===== src/hdl/chunked_hash64_top_defines.svh =====
// ---------------------------------------------------------------------------
// chunked_hash64_top_defines
// Assertion macros shared by the chunked hash RTL.
// ---------------------------------------------------------------------------
`ifndef CHUNKED_HASH64_TOP_DEFINES_SVH
`define CHUNKED_HASH64_TOP_DEFINES_SVH

// Clocked check, masked while reset is asserted.
`define CH_ASSERT(lbl, prop, msg) \
  lbl: assert property (@(posedge clk_i) disable iff (!rst_ni) (prop)) else $error(msg);

// Clocked implication check, masked while reset is asserted.
`define CH_ASSERT_IMP(lbl, ante, cons, msg) \
  lbl: assert property (@(posedge clk_i) disable iff (!rst_ni) (ante) |-> (cons)) \
    else $error(msg);

`endif


===== src/hdl/ch64_pkg.sv =====
// ---------------------------------------------------------------------------
// ch64_pkg
// Types, constants and helper functions of the chunked 64-bit hash.
// ---------------------------------------------------------------------------
package ch64_pkg;

  localparam int unsigned LEN_W = 32;
  localparam int unsigned IDX_W = LEN_W - 3;

  localparam logic [63:0] K_GOLD  = 64'h9e3779b97f4a7c15;
  localparam logic [63:0] K_MUL_A = 64'hc6a4a7935bd1e995;
  localparam logic [63:0] K_MUL_B = 64'h94d049bb133111eb;
  localparam logic [63:0] K_MUL_C = 64'h2545f4914f6cdd1d;

  localparam int unsigned ROT_A  = 47;
  localparam int unsigned ROT_B1 = 23;
  localparam int unsigned ROT_B2 = 11;
  localparam int unsigned ROT_C  = 33;

  typedef enum logic [1:0] {
    MIX_A,
    MIX_B,
    MIX_C
  } mix_phase_e;

  typedef enum logic [2:0] {
    MS_LEN,
    MS_CHUNK,
    MS_TOTAL,
    MS_TAIL,
    MS_FINAL
  } mix_src_e;

  typedef enum logic [3:0] {
    S_FIRST,
    S_INIT,
    S_INIT_W,
    S_CHK,
    S_CHUNK_MIX,
    S_CHUNK_W,
    S_NEXT,
    S_TOT_W,
    S_TAIL_MIX,
    S_TAIL_W,
    S_FIN,
    S_FIN_W
  } ctl_state_e;

  typedef struct packed {
    logic     load_first;
    logic     load_word;
    logic     mix_start;
    mix_src_e mix_src;
    logic     acc_from_mix;
    logic     acc_clear;
    logic     chunk_step;
    logic     tot_from_mix;
    logic     out_load;
  } cmd_t;

  typedef struct packed {
    logic left_nz;
    logic mix_busy;
    logic out_free;
  } sts_t;

  function automatic logic [63:0] ror64(input logic [63:0] x, input int unsigned r);
    return (x >> r) | (x << (64 - r));
  endfunction

  function automatic logic [63:0] tail_mask(input logic [2:0] rem);
    logic [63:0] m;
    m = '0;
    for (int i = 0; i < 8; i++) begin
      m[8*i +: 8] = (3'(i) < rem) ? 8'hFF : 8'h00;
    end
    return m;
  endfunction

  function automatic logic [63:0] mix_const(input mix_phase_e ph);
    logic [63:0] k;
    unique case (ph)
      MIX_A:   k = K_MUL_A;
      MIX_B:   k = K_MUL_B;
      MIX_C:   k = K_MUL_C;
      default: k = K_MUL_A;
    endcase
    return k;
  endfunction

endpackage


===== src/hdl/ch64_ctrl.sv =====
// ---------------------------------------------------------------------------
// ch64_ctrl
// Sequencer for the chunked hash: per-message init, one mix per full
// chunk, three mixes for the tail and the output hand-off.
// ---------------------------------------------------------------------------
module ch64_ctrl
  import ch64_pkg::*;
(
  input  logic clk_i,
  input  logic rst_ni,
  input  logic in_valid_i,
  output logic in_stall_o,
  input  sts_t sts_i,
  output cmd_t cmd_o
);

`include "chunked_hash64_top_defines.svh"

  ctl_state_e state_q, state_d;

  always_ff @(posedge clk_i or negedge rst_ni) begin
    if (!rst_ni) begin
      state_q <= S_FIRST;
    end else begin
      state_q <= state_d;
    end
  end

  always_comb begin
    state_d    = state_q;
    cmd_o      = '0;
    cmd_o.mix_src = MS_LEN;
    in_stall_o = 1'b1;
    unique case (state_q)
      S_FIRST: begin
        in_stall_o = 1'b0;
        if (in_valid_i) begin
          cmd_o.load_first = 1'b1;
          state_d          = S_INIT;
        end
      end
      S_INIT: begin
        if (sts_i.left_nz) begin
          cmd_o.mix_start = 1'b1;
          cmd_o.mix_src   = MS_LEN;
          state_d         = S_INIT_W;
        end else begin
          cmd_o.acc_clear = 1'b1;
          state_d         = S_CHK;
        end
      end
      S_INIT_W: begin
        if (!sts_i.mix_busy) begin
          cmd_o.acc_from_mix = 1'b1;
          state_d            = S_CHK;
        end
      end
      S_CHK: begin
        if (sts_i.left_nz) begin
          cmd_o.chunk_step = 1'b1;
          state_d          = S_CHUNK_MIX;
        end else begin
          cmd_o.mix_start = 1'b1;
          cmd_o.mix_src   = MS_TOTAL;
          state_d         = S_TOT_W;
        end
      end
      S_CHUNK_MIX: begin
        cmd_o.mix_start = 1'b1;
        cmd_o.mix_src   = MS_CHUNK;
        state_d         = S_CHUNK_W;
      end
      S_CHUNK_W: begin
        if (!sts_i.mix_busy) begin
          cmd_o.acc_from_mix = 1'b1;
          state_d            = S_NEXT;
        end
      end
      S_NEXT: begin
        in_stall_o = 1'b0;
        if (in_valid_i) begin
          cmd_o.load_word = 1'b1;
          state_d         = S_CHK;
        end
      end
      S_TOT_W: begin
        if (!sts_i.mix_busy) begin
          cmd_o.tot_from_mix = 1'b1;
          state_d            = S_TAIL_MIX;
        end
      end
      S_TAIL_MIX: begin
        cmd_o.mix_start = 1'b1;
        cmd_o.mix_src   = MS_TAIL;
        state_d         = S_TAIL_W;
      end
      S_TAIL_W: begin
        if (!sts_i.mix_busy) begin
          state_d = S_FIN;
        end
      end
      S_FIN: begin
        cmd_o.mix_start = 1'b1;
        cmd_o.mix_src   = MS_FINAL;
        state_d         = S_FIN_W;
      end
      S_FIN_W: begin
        if (!sts_i.mix_busy && sts_i.out_free) begin
          cmd_o.out_load = 1'b1;
          state_d        = S_FIRST;
        end
      end
      default: begin
        state_d = S_FIRST;
      end
    endcase
  end

  `CH_ASSERT_IMP(a_ctrl_no_restart, cmd_o.mix_start, !sts_i.mix_busy, "mix started while busy")
  `CH_ASSERT_IMP(a_ctrl_out_free, cmd_o.out_load, sts_i.out_free, "output loaded over pending beat")

endmodule


===== config.mk =====
export PLATFORM = sky130hd
export DESIGN_NAME = ch64_ctrl
export DESIGN_NICKNAME = d
export VERILOG_FILES = /design/src/hdl/ch64_pkg.sv /design/src/hdl/ch64_ctrl.sv
export VERILOG_INCLUDE_DIRS = /design/src /design/src/hdl
export SDC_FILE = /design/constraint.sdc
export NUM_CORES = 1
export LEC_CHECK = 0
export ABC_CLOCK_PERIOD_IN_PS = 1700
export BUFFER_PORTS_ARGS = -buffer_cell sky130_fd_sc_hd__buf_2
export CORE_AREA = 2 2 39 41
export DETAILED_ROUTE_END_ITERATION = 7
export DIE_AREA = 0 0 41 43
export PLACE_DENSITY_LB_ADDON = 0.08
export SLEW_MARGIN = 20
export SYNTH_ARGS = -nofsm -noshare
export SYNTH_HDL_FRONTEND = slang
export SYNTH_SLANG_ARGS = --single-unit

===== constraint.sdc =====
create_clock -name clk_i -period 1.7 [get_ports clk_i]
set_input_delay 0.34 -clock clk_i [delete_from_list [all_inputs] [get_ports clk_i]]
set_output_delay 0.34 -clock clk_i [all_outputs]
set_load 0.01 [all_outputs]

# After elaboration in Yosys (flattened, before gate mapping)
# Cells that the tools add are included.
[word_totals]
out_inout_bits = 12
latch_bits = 0
memories = 0
in_bits = 6
ramBits = 0
register_bits = 4
elab_cells = 51
rom_bits = 0
[classes]
muxes = 26
div = 0
reduce_logical = 6
shifts = 0
n_addsub = 0
n_bitwise = 0
n_mul = 0
order_cmp = 0
n_eq_ne = 18
[ops]
columns = ["operator", "count"]
rows = [
  ["4-bit one-hot mux with 12 select lines", 1],
  ["4-bit two-way mux", 9],
  ["4-bit one-hot mux with 5 select lines", 1],
  ["4-bit by 3-bit == test with 1-bit output (second input constant)", 4],
  ["4-bit == test (second input constant)", 4],
  ["1-bit two-way mux", 14],
  ["2-bit != test (second input constant)", 7],
  ["4-bit by 2-bit == test with 1-bit output (second input constant)", 2],
  ["7-bit AND reduction", 1],
  ["4-bit by 1-bit == test with 1-bit output (second input constant)", 1],
  ["4-bit zero test", 1],
  ["2-bit OR reduction", 2],
  ["2-bit two-way mux", 1],
  ["1-bit logical AND", 1],
  ["1-bit zero test", 1],
]

# Depth between registers and ports, before layout
# Gate-level depths: netlist of the first run.
[logic_depth]
word_depth = 4
mapped_depth = 5

# Worst setup path before layout of the first run
# Ideal clock, no wire load.
[synth_path]
path_kind = "flip-flop to output port"
startpoint = "reg state_q[2]"
endpoint = "out cmd_o[8] (netlist bit)"
t_arrival_ps = 1250
stages_incl_launch_ff = 6
n_path_buf = 2
slack_ps = 110
cell_sequence = "dfrtp_1 buf_2 buf_1 mux2i_1 o22a_1 o22ai_1"
[synth_lines]
columns = ["element", "line_no", "rtl"]
rows = [
  ["from (decl)", "ch64_ctrl.sv:19", "ctl_state_e state_q, state_d;"],
  ["from (signal assigned)", "ch64_ctrl.sv:25", "state_q <= state_d;"],
  ["to (decl)", "ch64_ctrl.sv:14", "output cmd_t cmd_o"],
]

==> results by group, run 1 <==
Status
  – Status: complete, but fails checks
  – Violated checks: negative setup slack

Floorplan
  – Die area: roughly 0.0018 mm²
  – Width of the die: around 40 µm
  – I/O Pins: 18
  – Chip height: around 43 µm
  – Core region area: approximately 0.0014 mm²
  – Placement Rows: 14
  – Starting Density: 0.331

GRT
  – Met2 global-route usage: 0.272
  – Met3 usage: 0.0314
  – Largest net degree at the start of global routing: 11
  – Initial antenna violation count: 0
  – Vias in the first global route: about 500
  – Layer with the highest usage: met2
  – Total gr overflow: 0
  – First-pass GRT wire length: about 2100 µm
  – Met1 Resource Use GR: 0.227
  – Global Route Usage Sum: 0.176

Drt
  – DRT Wirelength: roughly 1600 µm
  – Iter 0 DRT Violations: 6
  – Vias post-DR: around 600
  – WL/cell: between 10 and 15 µm
  – Initial DRT Pass Iterations: 3
  – Final ANT Viol Nets: 0
  – Vias per cell: ~5.1
  – # DRC: 0

Cells and area
  – Non-filler cells, final: 115
  – Share of cells above drive strength 1: 0.545
  – Max reg flops: 4
  – Syn-to-layout area delta: 73.0%
  – Sequential Area: 104 µm²
  – Top Registers: state_q: 4 flops
  – Top register by number of flip-flops: state_q
  – Total of fill cells in the finished design: around 150
  – Fin nets: between 100 and 150
  – Area of the multi-input gates: just under 400 µm²
  – ANT cells: 0

Yosys
  – Synth Net Count: between 70 and 80
  – Post-synth cell types: 30
  – Synth top area share: 0.219
  – Post-synth top area cell: dfrtp_1
  – Cells after Synth: 65
  – Synth area leaders: dfrtp_1 22%, a21oi_1 7.7%, nand2b_1 6.8%
  – Register area share after synthesis: 0.219
  – Synthesis warning total: 0
  – Netlist Area Pre-Place: between 400 and 500 µm²
  – Avg Cell Area, Syn: between 7 and 8 µm²
  – Seq cells post-synth: 4

STA
  – Final worst slack: -0.00893 ns
  – Fmax achieved: just under 0.6 GHz
  – Worst Tran Pin Value: ~0.27 ns
  – RSZ-0062 raised after global routing: yes
  – Slew Limit Headroom: 0.821
  – Max Clock Skew: between 0.002 and 0.003 ns
  – # setup viols final: 1
  – Final period util: 1.01
  – Final Max Slew Viols: 0
  – Fin Setup TNS: -0.00893 ns
  – Final hold violations: 0
  – Period minus WS final: between 1.5 and 2 ns

Clock tree
  – CTS clock-pin slew for the worst setup and hold paths: approximately 0.04 ns
  – H-tree depth: 1
  – Clock Path Buffers: 2
  – Clock tree from TritonCTS: done
  – Clock net sink count: 4
  – CTS root buf: clkbuf_4
  – CTS buffer count: 3
  – Clock Latency Late Sink: between 0.2 and 0.25 ns

Critical path
  – Critical path peak fanout: 6
  – FF-to-FF Start: state_q[3]$_DFFE_PN0P_
  – Startpoint types: flop
  – Worst Path Required: between 1 and 1.5 ns
  – R2R Path End: state_q[1]$_DFFE_PN0P_
  – Setup crit end kind: output pin
  – Critical path class: flop to output pin
  – Worst-case reg-to-reg path depth: 5
  – Arrival time worst endpoint: 1.37 ns
  – R2R setup slack: 0.02 ns

Placed design
  – Dpl ws: 0.108 ns
  – Gpl congestion: around 0.82
  – # port buffers: 17
  – Post-Place Cells: between 100 and 150
  – Final HPWL DP: 1010 µm

Power
  – Leak: between 0.3 and 0.4 nW
  – Peak supply drop: 825 µV
  – Power density cells: 1950 mW/mm²

Worst hold path
  – HP Class: input pin to async pin

Flow run
  – # Max-Cap Violations: 0
-- through the flow --
step	hold slack, ns	cell area (µm²)	total power, mW	util
after floorplan	0.0444	458	0.782	-
after global placement	0.150	609	1.11	0.440
after detailed placement	0.150	609	1.10	0.440
after CTS	0.436	711	1.36	0.514
after global routing	0.440	792	1.66	0.572
final	0.442	792	1.54	0.572
-- worst max-delay path, cell delays in order (launching register included) --
cell and delay [ns]:
dfrtp_2 0.45, buf_6 0.14, mux2i_1 0.11, o22a_1 0.20, o22ai_1 0.10, buf_2 0.15
-- Yosys cell counts --
cell type / instances
mux2i_1: 1
a211oi_1: 1
o21ai_0: 3
inv_1: 2
nor2b_1: 3
buf_1: 1
a21boi_0: 1
nor3b_1: 1
a21oi_1: 7
o21bai_1: 1
o22ai_1: 1
o22a_1: 2
a21oi_2: 1
o31ai_1: 1
nand2_1: 7
or3_1: 1
or2_2: 1
nand2b_1: 5
and3b_1: 1
mux2_4: 1
nand3b_1: 1
nor3_1: 5
clkbuf_1: 2
nor4b_1: 1
or3b_1: 1
a311oi_1: 1
dfrtp_1: 4
nor2_1: 5
xnor2_1: 1
buf_2: 2
-- what timing repair did --
item,CTS,global route
endpoints found under the setup margin,10,10
pin swaps,1,3
resized for setup,11,12
setup buffers,5,4
hold buffers,1,0
endpoints found under the hold margin,4,0
gates cloned,0,0
-- where the power goes --
group / leakage [nW] / switching [mW] / internal, mW / total [mW]
clock network: 0.0138 / 0.0380 / 0.0789 / 0.117
logic: 0.317 / 0.579 / 0.619 / 1.20
registers: 0.0450 / 0.0794 / 0.150 / 0.229
total: 0.375 / 0.696 / 0.848 / 1.54
-- worst max path at each step --
stage                            from                     end  slack, ns  cells after the start
6_report       state_q[0]$_DFFE_PN0P_                cmd_o[8]     -0.009                      5
5_1_grt        state_q[2]$_DFFE_PN0P_                cmd_o[9]      -0.05                      5
4_1_cts        state_q[0]$_DFFE_PN0P_                cmd_o[8]      -0.02                      5
3_5_place_dp   state_q[3]$_DFFE_PN0P_  state_q[1]$_DFFE_PN0P_       0.11                      4
3_3_place_gp   state_q[0]$_DFFE_PN0P_                cmd_o[8]       0.11                      5
2_1_floorplan  state_q[2]$_DFFE_PN0P_                cmd_o[8]       0.11                      5
-- layout make-up --
class | count | share of cell area
well taps | 16 | 0.0253
inverters | 2 | 0.00948
repair buffers | 36 | 0.310
multi-input cells | 54 | 0.496
flip-flops and latches | 4 | 0.131
clock buffers | 3 | 0.0284
-- cells in the final DEF, fill, tap and decap left out, drive strengths merged, types with 2 or more instances in the layout --
master,Yosys,routed
o21ai,3,3
clkbuf,2,3
nand2b,5,5
nor3,5,5
inv,2,2
nor2b,3,3
nand2,7,7
nor2,5,5
buf,3,35
a21oi,8,8
o22a,2,2
dfrtp,4,4
-- cells by family (layout without fill, tap and decap cells) --
| family | count (synthesis) | count (layout) | share of synthesized area |
|---|---|---|---|
| XOR/XNOR | 1 | 1 | 0.0191 |
| multiplexers | 2 | 2 | 0.0546 |
| buffers and inverters | 7 | 41 | 0.0628 |
| AND/OR/NAND/NOR | 32 | 32 | 0.380 |
| AO/OA/AOI/OAI | 19 | 19 | 0.265 |
| flip-flops | 4 | 4 | 0.219 |
-- layer usage --
metal	up-vias	wire length (µm)
met1	284	702
met4	0	0
met3	0	36
met5	-	0
li1	298	-
met2	10	849
Note: power is estimated with default switching activity, not from simulation.
==> inputs of run 2 (changes only) <==
CELL_PAD_IN_SITES_DETAIL_PLACEMENT = 0   (was default)
CELL_PAD_IN_SITES_GLOBAL_PLACEMENT = 1   (was default)
CORE_AREA = default   (was 2 2 39 41)
CORE_UTILIZATION = 31   (was default)
DIE_AREA = default   (was 0 0 41 43)
==> run 2 against run 1 <==
The run still ends with negative setup slack left. Die area decreased by 7.3%. Highest routed layer unchanged. Clock power hardly changed. Global-route usage is 3.1 points higher. Sequential power rose by 5%. Non-clock buffer count grew 1. Worst hold slack got worse by 0.0023 ns. Critical path depth unchanged. Wire length about the same. Sequential share of layout area fell by 0.28 points.
==> results by group, run 2 (same netlist as run 1, synthesis figures left out) <==
Floorplan
  – Placement Rows: 13
  – Width of the die: a little over 40 µm
  – Core region area: approximately 0.0013 mm²
  – Die area: roughly 0.0016 mm²
  – Starting Density: 0.343
  – Chip height: between 40 and 50 µm
  – I/O Pins: 18

Cells and area
  – Share of cells above drive strength 1: 0.570
  – Top Registers: state_q: 4 flops
  – Commonest non-fill, non-tap cells in the layout: 17 x buf_2, 12 x buf_4, 7 x a21oi_1
  – Syn-to-layout area delta: 76.8%
  – Fin nets: ~110
  – ANT cells: 0
  – Commonest non-fill, non-tap cell in the layout: buf_2
  – Top register by number of flip-flops: state_q
  – Max reg flops: 4
  – Core Util, Final: 0.607
  – Non-filler cells, final: around 120

Critical path
  – Setup crit end kind: output pin
  – Cell chain of the critical path: buf_6, nand2b_4, o22a_1, nor3_2, buf_2
  – Slowest-stage cell, CP: dfrtp_2
  – Worst Path Required: between 1 and 1.5 ns
  – Top cell family by delay on the critical path: flip-flops
  – CP max stage delay: approximately 0.44 ns
  – Buf/Inv on CP: 2
  – Arrival time worst endpoint: about 1.4 ns
  – Startpoint types: flop
  – Critical path class: flop to output pin
  – Critical path peak fanout: 5

Placed design
  – Post-Place Cells: about 100
  – Gpl congestion: between 0.7 and 0.8
  – # port buffers: 17
  – Final HPWL DP: roughly 1000 µm

STA
  – Final period util: 1.02
  – Worst Tran Pin Value: 0.364 ns
  – Max Clock Skew: between 0.0002 and 0.0003 ns
  – Final hold violations: 0
  – Slew Limit Headroom: 0.756
  – Fmax achieved: between 0.5 and 0.6 GHz
  – # setup viols final: 2
  – RSZ-0062 raised after global routing: yes
  – Final Max Slew Viols: 0
  – Final worst slack: -0.0273 ns
  – Period minus WS final: between 1.5 and 2 ns

Drt
  – Vias per cell: between 5 and 6
  – DRT Wirelength: 1590 µm
  – Final ANT Viol Nets: 0
  – Initial DRT Pass Iterations: 4
  – WL/cell: between 10 and 15 µm
  – Vias post-DR: 600
  – # DRC: 0
  – Iter 0 DRT Violations: 21

GRT
  – Global Route Usage Sum: 0.207
  – First-pass GRT wire length: between 2000 and 2500 µm
  – Met2 global-route usage: 0.310
  – Largest net degree at the start of global routing: 9
  – Vias in the first global route: roughly 520
  – Total gr overflow: 0
  – Met1 Resource Use GR: 0.293
  – Initial antenna violation count: 0
  – Met3 usage: 0.0389
  – Layer with the highest usage: met2

Power
  – P_sw: 0.699 mW
  – Switching Fraction: 0.441
  – Combinational share of power: 0.775
  – Leak: 0.390 nW
  – Power density cells: roughly 2000 mW/mm²
  – Part of the power in registers: 0.152
  – Clock power frac: 0.073
  – P_int: approximately 0.9 mW
  – Peak supply drop: 1100 µV

Clock tree
  – CTS root buf: clkbuf_4
  – H-tree depth: 1
  – Clock net sink count: 4
  – CTS clock-pin slew for the worst setup and hold paths: ~0.040 ns
  – Clock Latency Late Sink: 0.23 ns
  – Clock tree from TritonCTS: done
  – CTS buffer count: 3
  – Clock Path Buffers: 2

Worst hold path
  – HP Class: input pin to async pin

Flow run
  – # Max-Cap Violations: 0

Status
  – Violated checks: negative setup slack
  – Status: complete, but fails checks
==> run 2: cell count changes in the layout (fill, tap and decap cells not counted), sizes merged <==
cell / delta
clkbuf: +1
==> run 2: worst paths after layout <==
path	startpoint	endpoint	slack, ns	depth (start not counted)
setup / recovery	state_q[0]$_DFFE_PN0P_	cmd_o[4]	-0.03	5
hold / removal	rst_ni	state_q[0]$_DFFE_PN0P_	0.44	2
setup reg to reg	state_q[3]$_DFFE_PN0P_	state_q[1]$_DFFE_PN0P_	0.03	5
hold reg to reg	state_q[3]$_DFFE_PN0P_	state_q[2]$_DFFE_PN0P_	0.66	2
max in group asynchronous	rst_ni	state_q[3]$_DFFE_PN0P_	1.13	2
min in group clk_i	sts_i[0]	state_q[3]$_DFFE_PN0P_	0.50	3
==> run 2: metal layers <==
| layer | up-vias | share of wire |
|---|---|---|
| li1 | 305 | - |
| met1 | 279 | 0.48 |
| met2 | 16 | 0.49 |
| met3 | 0 | 0.028 |
| met4 | 0 | 0 |
| met5 | - | 0 |
==> run 2: repair_timing <==
action	CTS	global route
hold buffers	1	0
setup buffers	5	2
hold endpoints to repair	4	0
endpoints found under the setup margin	11	13
gates resized for setup	9	17
pin swaps	0	3
==> run 2: worst reg2reg max path, cell delays in order (launching register included) <==
cell and delay (ns):
dfrtp_2 0.46, buf_6 0.15, or3b_1 0.36, a21oi_2 0.17, a311oi_1 0.09, mux2_4 0.31
==> run 2: layout make-up <==
| type | instances | area (µm²) |
|---|---|---|
| inverter | 2 | 7.51 |
| timing repair buffer | 37 | 258 |
| multi-input combinational | 54 | 399 |
| sequential | 4 | 104 |
| clock buffer | 3 | 22.5 |
| tap | 15 | 18.8 |
| fill | 131 | 524 |
==> run 2: stage by stage <==
| stage | setup slack, ns | power (mW) | setup TNS [ns] | instance area [µm²] | hold WS, ns |
|---|---|---|---|---|---|
| finish | -0.0273 | 1.58 | -0.0456 | 810 | 0.440 |
| global route | -0.0806 | 1.70 | -0.352 | 810 | 0.456 |
| CTS | -0.0465 | 1.38 | -0.144 | 724 | 0.438 |
| detailed placement | 0.0699 | 1.12 | 0 | 631 | 0.150 |
| global placement | 0.0642 | 1.13 | 0 | 631 | 0.150 |
| floorplan | 0.110 | 0.782 | 0 | 458 | 0.0444 |
==> run 2: power by group through the flow <==
stage	logic [mW]	clock network, mW	registers (mW)
final	1.23	0.116	0.240
after global placement	0.899	0	0.229
after floorplan	0.611	0	0.170
after CTS	1.04	0.120	0.226
after detailed placement	0.894	0	0.228
after global routing	1.32	0.128	0.249
